### src/rtl/core/bats_pkg.sv
// ----------------------------------------------------------------------------
// bats_pkg
// Shared types, phase codes and type-byte decoding for the auxiliary tag
// scanner.
// ----------------------------------------------------------------------------
package bats_pkg;

    localparam int POS_W   = 16;   // byte position wraps at 2**POS_W bytes
    localparam int SKIP_W  = 32;
    localparam int CNT_LOW_W = 24;
    localparam int ESIZE_W = 3;
    localparam int PHASE_W = 4;

    // Parse phases
    localparam logic [PHASE_W-1:0] PH_TAG1    = 4'd0;
    localparam logic [PHASE_W-1:0] PH_TAG2    = 4'd1;
    localparam logic [PHASE_W-1:0] PH_TYPE    = 4'd2;
    localparam logic [PHASE_W-1:0] PH_SKIP    = 4'd3;
    localparam logic [PHASE_W-1:0] PH_STRING  = 4'd4;
    localparam logic [PHASE_W-1:0] PH_SUBTYPE = 4'd5;
    localparam logic [PHASE_W-1:0] PH_COUNT0  = 4'd6;
    localparam logic [PHASE_W-1:0] PH_COUNT1  = 4'd7;
    localparam logic [PHASE_W-1:0] PH_COUNT2  = 4'd8;
    localparam logic [PHASE_W-1:0] PH_COUNT3  = 4'd9;

    // Type characters
    localparam logic [7:0] CH_A = 8'h41;
    localparam logic [7:0] CH_B = 8'h42;
    localparam logic [7:0] CH_CU = 8'h43;
    localparam logic [7:0] CH_H = 8'h48;
    localparam logic [7:0] CH_IU = 8'h49;
    localparam logic [7:0] CH_SU = 8'h53;
    localparam logic [7:0] CH_Z = 8'h5A;
    localparam logic [7:0] CH_C = 8'h63;
    localparam logic [7:0] CH_D = 8'h64;
    localparam logic [7:0] CH_F = 8'h66;
    localparam logic [7:0] CH_I = 8'h69;
    localparam logic [7:0] CH_S = 8'h73;
    localparam logic [7:0] CH_NUL = 8'h00;

    typedef struct packed {
        logic [7:0] data_byte;
        logic       block_end;
    } t_in_word;

    typedef struct packed {
        logic [7:0]       tag_char_first;
        logic [7:0]       tag_char_second;
        logic [7:0]       type_code;
        logic [POS_W-1:0] type_offset;
    } t_out_word;

    // Fixed value size of a scalar type, zero when not a scalar.
    function automatic logic [3:0] scalar_size(input logic [7:0] t);
        logic [3:0] sz;
        sz = 4'd0;
        if (t inside {CH_A, CH_C, CH_CU})             sz = 4'd1;
        else if (t inside {CH_S, CH_SU})              sz = 4'd2;
        else if (t inside {CH_I, CH_IU, CH_F})        sz = 4'd4;
        else if (t == CH_D)                           sz = 4'd8;
        return sz;
    endfunction

    // Element size of an array subtype, zero when unknown.
    function automatic logic [ESIZE_W-1:0] element_size(input logic [7:0] t);
        logic [ESIZE_W-1:0] sz;
        sz = '0;
        if (t inside {CH_C, CH_CU})                   sz = 3'd1;
        else if (t inside {CH_S, CH_SU})              sz = 3'd2;
        else if (t inside {CH_I, CH_IU, CH_F})        sz = 3'd4;
        return sz;
    endfunction

endpackage

### src/rtl/core/bats_in_stage.sv
// ----------------------------------------------------------------------------
// bats_in_stage
// Input register: holds one incoming word until the parser takes it.
// ----------------------------------------------------------------------------
module bats_in_stage
    import bats_pkg::*;
(
    input  logic     i_clk,
    input  logic     i_rst_n,
    input  logic     i_in_valid,
    output logic     o_in_ready,
    input  t_in_word i_in_word,
    input  logic     i_take,
    output logic     o_valid,
    output t_in_word o_word
);

    logic     r_valid;
    t_in_word r_word;

    assign o_in_ready = !r_valid || i_take;
    assign o_valid    = r_valid;
    assign o_word     = r_word;

    always_ff @(posedge i_clk) begin
        if (!i_rst_n) begin
            r_valid <= 1'b0;
        end else if (o_in_ready) begin
            r_valid <= i_in_valid;
        end
    end

    always_ff @(posedge i_clk) begin
        if (o_in_ready && i_in_valid) begin
            r_word <= i_in_word;
        end
    end

endmodule

### src/rtl/core/bats_parser.sv
// ----------------------------------------------------------------------------
// bats_parser
// Phase machine and counters: decodes one byte per step and flags a result
// when a known type byte arrives.
// ----------------------------------------------------------------------------
module bats_parser
    import bats_pkg::*;
(
    input  logic      i_clk,
    input  logic      i_rst_n,
    input  logic      i_step,
    input  t_in_word  i_word,
    output logic      o_emit,
    output t_out_word o_result
);

    logic [PHASE_W-1:0]   r_phase,    n_phase;
    logic [7:0]           r_tag1,     n_tag1;
    logic [7:0]           r_tag2,     n_tag2;
    logic [POS_W-1:0]     r_pos,      n_pos;
    logic [SKIP_W-1:0]    r_skip,     n_skip;
    logic [ESIZE_W-1:0]   r_esize,    n_esize;
    logic [CNT_LOW_W-1:0] r_cnt,      n_cnt;

    logic [7:0]        b;
    logic [3:0]        sz;
    logic [ESIZE_W-1:0] esz;
    logic [SKIP_W-1:0] count;
    logic [SKIP_W-1:0] product;
    logic [SKIP_W-1:0] skip_dec;
    logic              is_str;

    assign b        = i_word.data_byte;
    assign sz       = scalar_size(b);
    assign esz      = element_size(b);
    assign is_str   = (b == CH_Z) || (b == CH_H);
    assign count    = {b, r_cnt};
    assign skip_dec = r_skip - SKIP_W'(1);

    // Element size is 1, 2 or 4: multiply by shifting, wrap at 32 bits.
    always_comb begin
        case (r_esize)
            3'd2:    product = {count[SKIP_W-2:0], 1'b0};
            3'd4:    product = {count[SKIP_W-3:0], 2'b00};
            default: product = count;
        endcase
    end

    assign o_emit = (r_phase == PH_TYPE) && ((sz != 4'd0) || is_str || (b == CH_B));
    assign o_result = '{tag_char_first:  r_tag1,
                        tag_char_second: r_tag2,
                        type_code:       b,
                        type_offset:     r_pos};

    always_comb begin
        n_phase = r_phase;
        n_tag1  = r_tag1;
        n_tag2  = r_tag2;
        n_skip  = r_skip;
        n_esize = r_esize;
        n_cnt   = r_cnt;
        n_pos   = r_pos + POS_W'(1);
        case (r_phase)
            PH_TAG1: begin
                n_tag1  = b;
                n_phase = PH_TAG2;
            end
            PH_TAG2: begin
                n_tag2  = b;
                n_phase = PH_TYPE;
            end
            PH_TYPE: begin
                if (sz != 4'd0) begin
                    n_skip  = {{(SKIP_W-4){1'b0}}, sz};
                    n_phase = PH_SKIP;
                end else if (is_str) begin
                    n_phase = PH_STRING;
                end else if (b == CH_B) begin
                    n_phase = PH_SUBTYPE;
                end else begin
                    n_phase = PH_TAG1;
                end
            end
            PH_SKIP: begin
                n_skip = skip_dec;
                if (skip_dec == '0) begin
                    n_phase = PH_TAG1;
                end
            end
            PH_STRING: begin
                if (b == CH_NUL) begin
                    n_phase = PH_TAG1;
                end
            end
            PH_SUBTYPE: begin
                n_esize = esz;
                if (esz != '0) begin
                    n_cnt   = '0;
                    n_phase = PH_COUNT0;
                end else begin
                    n_tag1  = b;
                    n_phase = PH_TAG2;
                end
            end
            PH_COUNT0: begin
                n_cnt   = {16'd0, b};
                n_phase = PH_COUNT1;
            end
            PH_COUNT1: begin
                n_cnt   = {r_cnt[23:16], b, r_cnt[7:0]};
                n_phase = PH_COUNT2;
            end
            PH_COUNT2: begin
                n_cnt   = {b, r_cnt[15:0]};
                n_phase = PH_COUNT3;
            end
            PH_COUNT3: begin
                n_skip  = product;
                n_phase = (product == '0) ? PH_TAG1 : PH_SKIP;
            end
            default: begin
                n_phase = PH_TAG1;
            end
        endcase
        // Drop any partial field at block end and restart from reset state.
        if (i_word.block_end) begin
            n_phase = PH_TAG1;
            n_tag1  = '0;
            n_tag2  = '0;
            n_pos   = '0;
            n_skip  = '0;
            n_esize = '0;
            n_cnt   = '0;
        end
    end

    always_ff @(posedge i_clk) begin
        if (!i_rst_n) begin
            r_phase <= PH_TAG1;
            r_tag1  <= '0;
            r_tag2  <= '0;
            r_pos   <= '0;
            r_skip  <= '0;
            r_esize <= '0;
            r_cnt   <= '0;
        end else if (i_step) begin
            r_phase <= n_phase;
            r_tag1  <= n_tag1;
            r_tag2  <= n_tag2;
            r_pos   <= n_pos;
            r_skip  <= n_skip;
            r_esize <= n_esize;
            r_cnt   <= n_cnt;
        end
    end

endmodule

### src/rtl/core/bats_out_stage.sv
// ----------------------------------------------------------------------------
// bats_out_stage
// Result register: holds one result word until the consumer takes it.
// ----------------------------------------------------------------------------
module bats_out_stage
    import bats_pkg::*;
(
    input  logic      i_clk,
    input  logic      i_rst_n,
    input  logic      i_load,
    input  t_out_word i_word,
    output logic      o_free,
    output logic      o_out_valid,
    input  logic      i_out_ready,
    output t_out_word o_out_word
);

    logic      r_valid;
    t_out_word r_word;

    assign o_free      = !r_valid || i_out_ready;
    assign o_out_valid = r_valid;
    assign o_out_word  = r_word;

    always_ff @(posedge i_clk) begin
        if (!i_rst_n) begin
            r_valid <= 1'b0;
        end else if (o_free) begin
            r_valid <= i_load;
        end
    end

    always_ff @(posedge i_clk) begin
        if (o_free && i_load) begin
            r_word <= i_word;
        end
    end

endmodule

### src/rtl/core/bam_aux_tag_scanner_unit.sv
// ----------------------------------------------------------------------------
// bam_aux_tag_scanner_unit
// Byte-serial scanner for the auxiliary block of an alignment record: emits
// tag, type byte and type offset for every field with a known type.
// ----------------------------------------------------------------------------
//
//  channel | direction | handshake              | word
//  --------+-----------+------------------------+------------------------------
//  in      | input     | i_in_valid / o_in_ready | i_in_word  (byte, block end)
//  out     | output    | o_out_valid / i_out_ready | o_out_word (tags, type, offset)
//
//  One byte per cycle unless a result meets a full result register: each
//  accepted word is held in the input register until the phase machine
//  consumes it in a single step and, for a known type byte, writes the
//  result register. A stall on the output only holds the parser when the
//  byte at hand would produce a result; other bytes keep flowing. Synchronous
//  active-low reset clears the valid flags and all parser state.
//
module bam_aux_tag_scanner_unit
    import bats_pkg::*;
(
    input  logic      i_clk,
    input  logic      i_rst_n,
    input  logic      i_in_valid,
    output logic      o_in_ready,
    input  t_in_word  i_in_word,
    output logic      o_out_valid,
    input  logic      i_out_ready,
    output t_out_word o_out_word
);

    logic      in_valid;
    t_in_word  in_word;
    logic      step;
    logic      emit;
    t_out_word result;
    logic      out_free;

    // Advance the parser whenever a byte is held, unless it would emit into
    // a full result register.
    assign step = in_valid && (!emit || out_free);

    bats_in_stage u_in (
        .i_clk      (i_clk),
        .i_rst_n    (i_rst_n),
        .i_in_valid (i_in_valid),
        .o_in_ready (o_in_ready),
        .i_in_word  (i_in_word),
        .i_take     (step),
        .o_valid    (in_valid),
        .o_word     (in_word)
    );

    bats_parser u_parser (
        .i_clk    (i_clk),
        .i_rst_n  (i_rst_n),
        .i_step   (step),
        .i_word   (in_word),
        .o_emit   (emit),
        .o_result (result)
    );

    bats_out_stage u_out (
        .i_clk       (i_clk),
        .i_rst_n     (i_rst_n),
        .i_load      (step && emit),
        .i_word      (result),
        .o_free      (out_free),
        .o_out_valid (o_out_valid),
        .i_out_ready (i_out_ready),
        .o_out_word  (o_out_word)
    );

endmodule

### config.mk
export PLATFORM = sky130hd
export DESIGN_NAME = bam_aux_tag_scanner_unit
export DESIGN_NICKNAME = d
export VERILOG_FILES = /design/src/rtl/core/bats_pkg.sv /design/src/rtl/core/bats_in_stage.sv /design/src/rtl/core/bats_parser.sv /design/src/rtl/core/bats_out_stage.sv /design/src/rtl/core/bam_aux_tag_scanner_unit.sv
export SDC_FILE = /design/constraint.sdc
export NUM_CORES = 1
export LEC_CHECK = 0
export ABC_AREA = 1
export BUFFER_PORTS_ARGS = -buffer_cell sky130_fd_sc_hd__buf_2
export CORE_ASPECT_RATIO = 1.2
export CORE_MARGIN = 5
export CORE_UTILIZATION = 49
export DETAILED_ROUTE_END_ITERATION = 12
export HOLD_SLACK_MARGIN = 0.06
export PLACE_DENSITY = 0.71
export SLEW_MARGIN = 20
export SYNTH_ARGS = -nofsm -noshare
export SYNTH_HDL_FRONTEND = slang
export SYNTH_SLANG_ARGS = --single-unit
export TNS_END_PERCENT = 30
### constraint.sdc
create_clock -name i_clk -period 2.95 [get_ports i_clk]
set_input_delay 0.59 -clock i_clk [delete_from_list [all_inputs] [get_ports i_clk]]
set_output_delay 0.59 -clock i_clk [all_outputs]
set_load 0.02 [all_outputs]
==> summary.md, run 1 <==
| Metric | Value |
|---|---|
| TritonCTS buffer count | `17` |
| DRC violations left | `0` |
| Core ar. | `16300 sq um` |
| Worst setup SP type | `flip-flop` |
| CTS max path bufs | `2` |
| DPL Wire Length | `17500 um` |
| DR pass1 iterations | `5` |
| Pwr Total | `5330 uW` |
| Initial antenna violation count | `0` |
| Data required, critical path | `2.36 ns` |
| # placed instances | `1417` |
| Clock skew | `0.0107 ns` |
| Post-DP Area | `8560 sq um` |
| RSZ-0062 raised after global routing | `no` |
| Layout Cells excl Fill | `1449` |
| Critical path type | `flip-flop to primary output` |
| WL per Instance | `16.4 um` |
| Initial DRC Count | `731` |
| Most common cell on crit path | `nand3_1` |
| NumNets Final | `1240` |
| CTS tree | `done` |
| Final instance area | `9180 sq um` |
| R2R Path Start | `u_in.o_word[4]` |
| Post-route minimum period | `2.68 ns` |
| Worst-path fanout max | `5` |
| Worst hold endpoint | `u_in.o_word[4]` |
| I/O pin cnt | `55` |
| Synthesized flop and latch total | `146` |
| Worst path arrival time | `2.09 ns` |
| Synth unique cells | `40` |
| Worst min-delay path startpoint | `i_in_word[4]` |
| Diodes inserted | `0` |
| Vias in the first global route | `7445` |
| Synthesis Warnings | `0` |
| Final hold vios | `0` |
| Fraction of layout cells with a size suffix above 1 | `0.124` |
| Chip width | `128 um` |
| Root Driver | `clkbuf_16` |
| Port buffer count | `54` |
| Reg2reg end | `u_parser.r_tag1[1]` |
| Post-synthesis net count | `1196` |
| Initial core utilization | `0.500` |
| Post-CTS setup buffers | `0` |
| Vias | `7961` |
| Setup TNS Final | `0 ns` |
| Die ar. | `19300 sq um` |
| Pleak | `0.00381 uW` |
| Slew HR | `0.621` |
| Final WL | `23700 um` |
| FMAX | `374 MHz` |
| First-pass GRT wire length | `38000 um` |
| Row cnt | `51` |
| Die Y | `151 um` |
| Layout area overhead | `12.7%` |
| Cts hold-fix bufs | `0` |
| Antenna Nets Post-Route | `0` |
| Gr usage total | `0.251` |
| Placer congestion estimate | `0.998` |
| Largest net degree at the start of global routing | `54` |
| H-tree Lvls | `4` |
| Sequential area share after synthesis | `0.419` |
| Drt via density | `5.49` |
| Resize count post-CTS | `0` |
| Worst-path clk slew | `0.07 ns` |
| Total gr overflow | `0` |
| Setup violators final | `0` |
| Max Cap Viol | `0` |
| Hold Crit Class | `input port to flip-flop` |
| Slew @ Worst Pin | `0.568 ns` |
| R2R Setup Slk | `0.30 ns` |
| WHS Path Cells | `1` |
| Sink Count | `146` |
| CP cell instances | `inv_2, nand2_1, inv_1, nand3_1, nor4_2, a21oi_1, nand2_2, nand3_1, buf_2` |
| Mapped Avg Cell Area | `6.90 sq um` |
| Cells after Synth | `1180` |
| Mapped Area | `8140 sq um` |
| Clk_lat worst skew | `0.44 ns` |
| Worst IR Drop VDD | `0.000395 V` |
| Final worst path period share | `0.907` |
| Pwr dens | `581 nW/um^2` |
| Worst-case reg-to-reg path depth | `13` |
| CP peak stage delay | `0.42 ns` |
| Outcome | `complete, no violations` |
| Count of pins over their slew limit | `0` |
| CP Capture Type | `primary output` |
| Slowest stage cell, crit path | `edfxtp_1` |
-- final cells by class --
cell class / instances / area, sq um
fill: 1581 / 7100
sequential: 146 / 3410
timing repair buffer: 70 / 403
clock buffer: 17 / 425
multi-input combinational: 863 / 4000
clock inverter: 15 / 189
tap: 212 / 265
inverter: 126 / 480
-- worst max-delay path by stage --
stage,startpoint,to,slack (ns),cells after the start
after floorplan,u_in.o_word[1],u_out.o_out_word[0],0.38,12
after global placement,u_in.o_word[4],u_parser.r_tag2[5],0.37,13
after detailed placement,u_in.o_word[4],u_parser.r_tag2[2],0.37,13
after CTS,u_in.o_word[8],o_in_ready,0.27,9
after global routing,u_in.o_word[1],u_parser.r_skip[2],0.10,13
final,u_in.o_word[8],o_in_ready,0.27,9
-- cell usage after synthesis, drive strengths merged --
cell | n | area, sq um
dfxtp | 97 | 1940
nor4 | 4 | 31.3
o211ai | 1 | 7.51
nand3b | 3 | 22.5
nor2 | 231 | 916
nand4 | 22 | 138
nand2 | 269 | 1050
a21oi | 101 | 551
o21ai | 109 | 553
ha | 3 | 37.5
inv | 125 | 477
edfxtp | 49 | 1470
a211oi | 2 | 15.0
nor3 | 12 | 65.1
buf | 24 | 165
o22ai | 11 | 68.8
xnor2 | 2 | 17.5
clkinv | 1 | 3.75
clkbuf | 21 | 80.1
o21bai | 1 | 7.51
or2 | 1 | 6.26
nand3 | 80 | 420
xor2 | 11 | 96.3
-- cells by family after synthesis --
| family | after synthesis | synth area share |
|---|---|---|
| buf+inv | 171 | 0.0892 |
| xor+xnor | 13 | 0.0140 |
| flops | 146 | 0.419 |
| compound gates | 225 | 0.148 |
| fa+ha+maj | 3 | 0.00461 |
| simple gates | 622 | 0.325 |
-- stage by stage --
step	setup WS (ns)	util	hold WS [ns]
floorplan	0.380	-	0.409
global placement	0.365	0.526	0.412
detailed placement	0.369	0.526	0.418
CTS	0.266	0.564	0.311
global route	0.104	0.564	0.312
finish	0.274	0.564	0.324
-- state kept, by name (all words and copies together) (netlist names), 4 cells and up --
signal            flops
u_parser.r_skip      32
u_parser.r_pos       16
u_parser.r_cnt       24
u_parser.r_phase      4
u_parser.r_tag2       8
u_parser.r_tag1       8
u_in.o_word           9
u_out.o_out_word     40
-- layer usage --
layer  global-route usage  up-vias  wire (um)
met5                    0        -          0
met1                0.309     3648      10000
met2                0.424      292      11500
met4                0.127        0       1030
met3               0.0441       74       1190
li1                     -     3947          -
-- worst max-delay path: cells and delay by family, from the launching register on --
family,cells,cell delay (ns)
flops,1,0.42
buf+inv,3,0.44
simple gates,5,0.66
compound gates,1,0.11
-- where the power goes --
| group | leakage [uW] | internal, uW | total, uW | switching (uW) |
|---|---|---|---|---|
| Combinational | 0.00225 | 247 | 865 | 618 |
| Sequential | 0.00126 | 2130 | 2200 | 70.1 |
| Clock | 0.000296 | 1290 | 2260 | 972 |
| Total | 0.00381 | 3670 | 5330 | 1660 |
-- placed cells by master (no fill, tap or decap), types with 3 or more instances in the layout --
master     instances
nand3_1           76
buf_4             15
clkbuf_16         17
buf_2             54
dfxtp_1           97
o21ai_0           76
nor3_1            11
nand2_4            3
edfxtp_1          49
nand3_2            4
inv_6              4
nand2_1          260
nor4_1             3
nand4_1           22
nor2_1           221
inv_8              5
a21oi_2           12
inv_1            114
o22ai_1           11
nand2_2            6
a21oi_1           89
ha_1               3
nor2_2             7
nand3b_1           3
o21ai_1           31
inv_2             10
xor2_1            11
Note: power is estimated with default switching activity, not from simulation.
==> run 2, diff against run 1 <==
--- a/config.mk
+++ b/config.mk
@@ -16,5 +16,6 @@
 export SLEW_MARGIN = 20
 export SYNTH_ARGS = -nofsm -noshare
 export SYNTH_HDL_FRONTEND = slang
+export SYNTH_HIERARCHICAL = 1
 export SYNTH_SLANG_ARGS = --single-unit
 export TNS_END_PERCENT = 30
==> summary.md, run 2 <==
| Metric | Value |
|---|---|
| Outcome | `complete, no violations` |
| Met3 WL post-DR | `1140 um` |
| Sequential area share after synthesis | `0.424` |
| Gr usage total | `0.225` |
| Chip width | `127 um` |
| Final worst path period share | `0.984` |
| CP Capture Type | `primary output` |
| Commonest non-fill, non-tap cells in the layout | `nand2_1, nor2_1, inv_1` |
| Clk_lat worst skew | `0.42 ns` |
| Sink Count | `146` |
| Vias in the first global route | `7027` |
| Synth area leader | `dfxtp_1` |
| Synth top area cells | `dfxtp_1, edfxtp_1, nand2_1` |
| Layout area overhead | `15.3%` |
| Slew HR | `0.563` |
| Pwr dens | `533 nW/um^2` |
| Slew @ Worst Pin | `0.652 ns` |
| WHS Path Cells | `1` |
| Commonest non-fill, non-tap cell in the layout | `nand2_1` |
| Worst path arrival time | `2.31 ns` |
| Post-route minimum period | `2.90 ns` |
| Synth unique cells | `43` |
| Core ar. | `16200 sq um` |
| Highest routed layer | `met4` |
| Number of flip-flops under the largest register name | `40` |
| Diodes inserted | `0` |
| Row cnt | `51` |
| Initial core utilization | `0.496` |
| Mapped Avg Cell Area | `7.16 sq um` |
| Initial DRC Count | `738` |
| CTS max path bufs | `2` |
| H-tree Lvls | `4` |
| Synthesis Warnings | `6` |
| Top-area cell type share of the netlist area | `0.241` |
| Async SR Flop Fraction | `0` |
| Vias | `7556` |
| First-pass GRT wire length | `34700 um` |
| Data required, critical path | `2.36 ns` |
| Critical path type | `flip-flop to primary output` |
| Initial antenna violation count | `0` |
| Setup violators final | `0` |
| Max Cap Viol | `0` |
| Largest net degree at the start of global routing | `47` |
| Clock skew | `0.00552 ns` |
| DR pass1 iterations | `5` |
| Root Driver | `clkbuf_16` |
| Hold slack | `0.341 ns` |
| Final hold vios | `0` |
| FMAX | `344 MHz` |
| Synthesized flop and latch total | `146` |
| Pre-CTS setup slack | `0.275 ns` |
| Cells after Synth | `1123` |
| Setup TNS Final | `0 ns` |
| Commonest cells in the netlist | `nand2_1, nor2_1, inv_1, dfxtp_1, a21oi_1` |
| Met2 WL | `10500 um` |
| Number of synthesized flops with an enable pin | `49` |
| I/O pin cnt | `55` |
| Worst setup SP type | `flip-flop` |
| Worst IR Drop VDD | `0.000420 V` |
| Layout Cells excl Fill | `1411` |
| Pwr Total | `4940 uW` |
| Fraction of layout cells with a size suffix above 1 | `0.162` |
| Mapped Area | `8050 sq um` |
| CTS tree | `done` |
| NumNets Final | `1202` |
| Antenna Nets Post-Route | `0` |
| Metal-1 WL | `9120 um` |
| # placed instances | `1360` |
| Worst-path clk slew | `0.06 ns` |
| Hold Crit Class | `input port to flip-flop` |
| DRC violations left | `0` |
| Final setup margin | `0.0470 ns` |
| Cell with the most instances after synthesis | `nand2_1` |
| Die Y | `150 um` |
| Cts hold-fix bufs | `0` |
| FILL cells | `1562` |
| WL per Instance | `15.2 um` |
| Main synth FF type | `dfxtp_1` |
| Port buffer count | `54` |
| TritonCTS buffer count | `17` |
| Final WL | `21500 um` |
| DPL Wire Length | `15200 um` |
| Drt via density | `5.36` |
| Placer congestion estimate | `0.905` |
| Count of pins over their slew limit | `0` |
| Post-synthesis net count | `1139` |
| Die ar. | `19100 sq um` |
| Pleak | `0.00390 uW` |
| Worst-case reg-to-reg path depth | `18` |
| Total gr overflow | `0` |
| Worst-path fanout max | `7` |
==> run 2: cell count changes in the layout (fill, tap and decap cells not counted), moves of 7 or more <==
cell,previous run,this run
buf_4,15,37
nor2_1,221,192
nand2_1,260,252
a21oi_1,89,82
a22oi_1,0,8
o21ai_0,76,59
a21oi_2,12,2
inv_1,114,98
o21ai_1,31,7
nand3_1,76,64
nor2_2,7,16
==> run 2: path summary, 6_finish.rpt <==
kind	end	start	slack (ns)
max	o_in_ready	u_in/o_word[2]	0.05
min	u_in/o_word[6]	i_in_word[6]	0.34
max reg2reg	u_parser/r_pos[13]	u_in/o_word[1]	0.21
min reg2reg	u_out/o_out_word[26]	u_parser/r_tag2[2]	0.43
==> run 2: layer usage <==
| layer | track usage | vias up |
|---|---|---|
| li1 | - | 3807 |
| met3 | 0.0373 | 55 |
| met5 | 0 | - |
| met2 | 0.382 | 265 |
| met1 | 0.281 | 3429 |
| met4 | 0.104 | 0 |
==> run 2: repair_timing <==
action,4_1_cts,5_1_grt
setup buffers,9,10
endpoints found under the setup margin,1,4
pin swaps,0,1
resized for setup,2,13
==> run 2: worst max-delay path, cell delays in order (launching register included) <==
cell and delay (ns):
edfxtp_1 0.51, nor2_1 0.30, nand3_1 0.13, a21boi_2 0.18, nand3_1 0.11, nand2_2 0.08, nand2_2 0.12, a21oi_4 0.07
buf_6 0.14, inv_2 0.06, nand2_2 0.05, buf_4 0.16
==> run 2: area by class of cell <==
class	count	area [sq um]	share of cell area
flip-flops and latches	146	3410	0.368
clock buffers	21	462	0.0498
clock inverters	11	129	0.0139
inverters	112	422	0.0455
repair buffers	93	594	0.0641
well taps	212	265	0.0286
multi-input cells	816	3990	0.430
==> run 2: cells by family (layout without fill, tap and decap cells) <==
kind of cell	Yosys count	after routing	share of synthesized area
compound gates	189	189	0.130
xor+xnor	16	16	0.0174
fa+ha+maj	3	3	0.00467
buf+inv	161	237	0.0872
flops	146	146	0.424
simple gates	608	608	0.337
==> run 2: power by group <==
part / leakage [uW] / total, uW / internal, uW / switching, uW
sequential: 0.00124 / 2160 / 2120 / 41.6
clock: 0.000283 / 2140 / 1300 / 843
combinational: 0.00237 / 634 / 203 / 431
==> run 2: per-stage QoR <==
stage | area [sq um] | util
global placement | 8490 | 0.524
global route | 9270 | 0.572
finish | 9270 | 0.572
floorplan | 8050 | -
detailed placement | 8490 | 0.524
CTS | 9150 | 0.565
==> run 3, diff against run 2 <==
--- a/config.mk
+++ b/config.mk
@@ -12,10 +12,10 @@
 export CORE_UTILIZATION = 49
 export DETAILED_ROUTE_END_ITERATION = 12
 export HOLD_SLACK_MARGIN = 0.06
-export PLACE_DENSITY = 0.71
+export PLACE_DENSITY = 0.73
+export SKIP_LAST_GASP = 1
 export SLEW_MARGIN = 20
 export SYNTH_ARGS = -nofsm -noshare
 export SYNTH_HDL_FRONTEND = slang
-export SYNTH_HIERARCHICAL = 1
 export SYNTH_SLANG_ARGS = --single-unit
 export TNS_END_PERCENT = 30
==> constraint.sdc (replaced) <==
create_clock -name i_clk -period 2.6 [get_ports i_clk]
set_input_delay 0.52 -clock i_clk [delete_from_list [all_inputs] [get_ports i_clk]]
set_output_delay 0.52 -clock i_clk [all_outputs]
set_load 0.02 [all_outputs]
==> summary.md, run 3 (synthesis results as in run 1) <==
| Metric | Value |
|---|---|
| DPL Wire Length | `16700 um` |
| Row cnt | `51` |
| TritonCTS buffer count | `17` |
| Die Y | `151 um` |
| Drt via density | `5.45` |
| Post-route minimum period | `2.54 ns` |
| DR pass1 iterations | `7` |
| Pre-CTS setup slack | `0.176 ns` |
| Pleak | `0.00393 uW` |
| Worst setup SP type | `flip-flop` |
| Reg2reg end | `u_parser.r_skip[24]` |
| Initial DRC Count | `765` |
| Chip width | `128 um` |
| Combinational Power Share | `0.175` |
| Total gr overflow | `0` |
| Gr usage total | `0.245` |
| Net Sw Frac | `0.304` |
| Hold slack | `0.259 ns` |
| Worst path arrival time | `2.02 ns` |
| Final worst path period share | `0.976` |
| P_sw | `1830 uW` |
| Pwr Total | `6010 uW` |
| Clock skew | `0.0129 ns` |
| Commonest non-fill, non-tap cells in the layout | `nand2_1, nor2_1, inv_1` |
| Met1 GRT Util | `0.302` |
| DRC violations left | `0` |
| Placer congestion estimate | `0.967` |
| Slew @ Worst Pin | `0.895 ns` |
| Cts hold-fix bufs | `0` |
| RSZ-0062 raised after global routing | `yes` |
| Worst setup startpoint | `u_in.o_word[5]` |
| Port buffer count | `54` |
| Worst IR Drop VDD | `0.000412 V` |
| Hold Crit Class | `input port to flip-flop` |
| H-tree Lvls | `4` |
| R2R Path Start | `u_in.o_word[7]` |
| Vias | `8047` |
| Commonest non-fill, non-tap cell in the layout | `nand2_1` |
| Final setup margin | `0.0613 ns` |
| CP Capture Type | `primary output` |
| Worst-path clk slew | `0.07 ns` |
| GRT Max-Usage Layer | `met2` |
| Layout area overhead | `15.6%` |
| Critical path type | `flip-flop to primary output` |
| Worst-case reg-to-reg path depth | `14` |
| Fraction of layout cells with a size suffix above 1 | `0.148` |
| Util after Layout | `0.578` |
| R2R Setup Slk | `0.13 ns` |
| Antenna Nets Post-Route | `0` |
| Met3 Use GR | `0.0423` |
| FILL cells | `1578` |
| WL per Instance | `15.6 um` |
| Sink Count | `146` |
| Slew HR | `0.402` |
| WHS Path Cells | `1` |
| CTS max path bufs | `2` |
| M2 GR Usage | `0.427` |
| First-pass GRT wire length | `37400 um` |
| CTS tree | `done` |
| Die ar. | `19300 sq um` |
| Largest net degree at the start of global routing | `54` |
| Setup violators final | `0` |
| Worst-path fanout max | `7` |
| Root Driver | `clkbuf_16` |
| Diodes inserted | `0` |
| FMAX | `394 MHz` |
| Core ar. | `16300 sq um` |
| Outcome | `complete, no violations` |
| Clock power frac | `0.410` |
| Initial antenna violation count | `0` |
| Internal | `4180 uW` |
| NumNets Final | `1267` |
| Worst min-delay path startpoint | `i_in_word[8]` |
| Pwr dens | `638 nW/um^2` |
| Worst hold endpoint | `u_in.o_word[8]` |
| Initial core utilization | `0.500` |
| Vias in the first global route | `7476` |
| Final WL | `23100 um` |
| Number of flip-flops under the largest register name | `40` |
| Count of pins over their slew limit | `0` |
| Sequential power share | `0.415` |
| Max Cap Viol | `0` |
| Data required, critical path | `2.08 ns` |
| Final hold vios | `0` |
| Clk_lat worst skew | `0.43 ns` |
| I/O pin cnt | `55` |
==> run 3: cell types whose count changed in the layout (fill, tap and decap cells not counted), moves of 7 or more <==
| cell | before | now |
|---|---|---|
| a21oi_2 | 2 | 13 |
| o21ai_0 | 59 | 76 |
| o21ai_1 | 7 | 31 |
| nand3_1 | 64 | 74 |
| a22oi_1 | 8 | 0 |
| inv_1 | 98 | 113 |
| nor2_1 | 192 | 219 |
| nor2_2 | 16 | 9 |
==> run 3: power groups by stage <==
stage	logic (uW)	registers [uW]	clock network [uW]
6_report	1050	2500	2460
5_1_grt	1170	2500	2600
4_1_cts	1010	2490	2490
3_5_place_dp	991	2550	0
3_3_place_gp	984	2540	0
2_1_floorplan	725	2520	0
==> run 3: worst max path at each step <==
stage,to,slack (ns),cells after the start
4_1_cts,o_in_ready,0.007,8
6_report,o_in_ready,0.06,7
3_3_place_gp,u_out.o_out_word[18],0.21,12
3_5_place_dp,u_out.o_out_word[18],0.18,12
5_1_grt,o_in_ready,-0.07,9
2_1_floorplan,u_out.o_out_word[0],0.03,12
==> run 3: worst max-delay path: stages (launching register included) <==
cell	delay, ns
edfxtp_1	0.52
nor2_2	0.22
nand3_2	0.11
nor4_4	0.30
a21oi_2	0.07
nand2_2	0.13
nand3_4	0.09
buf_6	0.15
==> run 3: routing by layer <==
layer	wire length [um]	vias to the layer above
li1	-	3999
met1	9310	3695
met2	11500	296
met3	1470	57
met4	748	0
met5	0	-
==> run 3: final cells by class <==
cell class                      count  area (sq um)  share of cell area
Timing Repair Buffer               97           624              0.0663
Inverter                          126           480              0.0510
Clock inverter                     13           151              0.0161
Sequential cell                   146          3410               0.363
Multi-Input combinational cell    863          4050               0.430
Tap cell                          212           265              0.0282
Clock buffer                       19           433              0.0460
==> run 3: through the flow <==
stage	TNS, ns	cells	cell area (sq um)
2_1_floorplan	0	1180	8140
3_3_place_gp	0	1429	8660
3_5_place_dp	0	1429	8660
4_1_cts	0	1465	9280
5_1_grt	-0.667	1476	9410
6_report	0	1476	9410
==> run 3: timing repair <==
action	in CTS	in global routing
pin swaps	0	3
buffers inserted	4	11
gates resized for setup	0	13
setup endpoints to repair	1	21
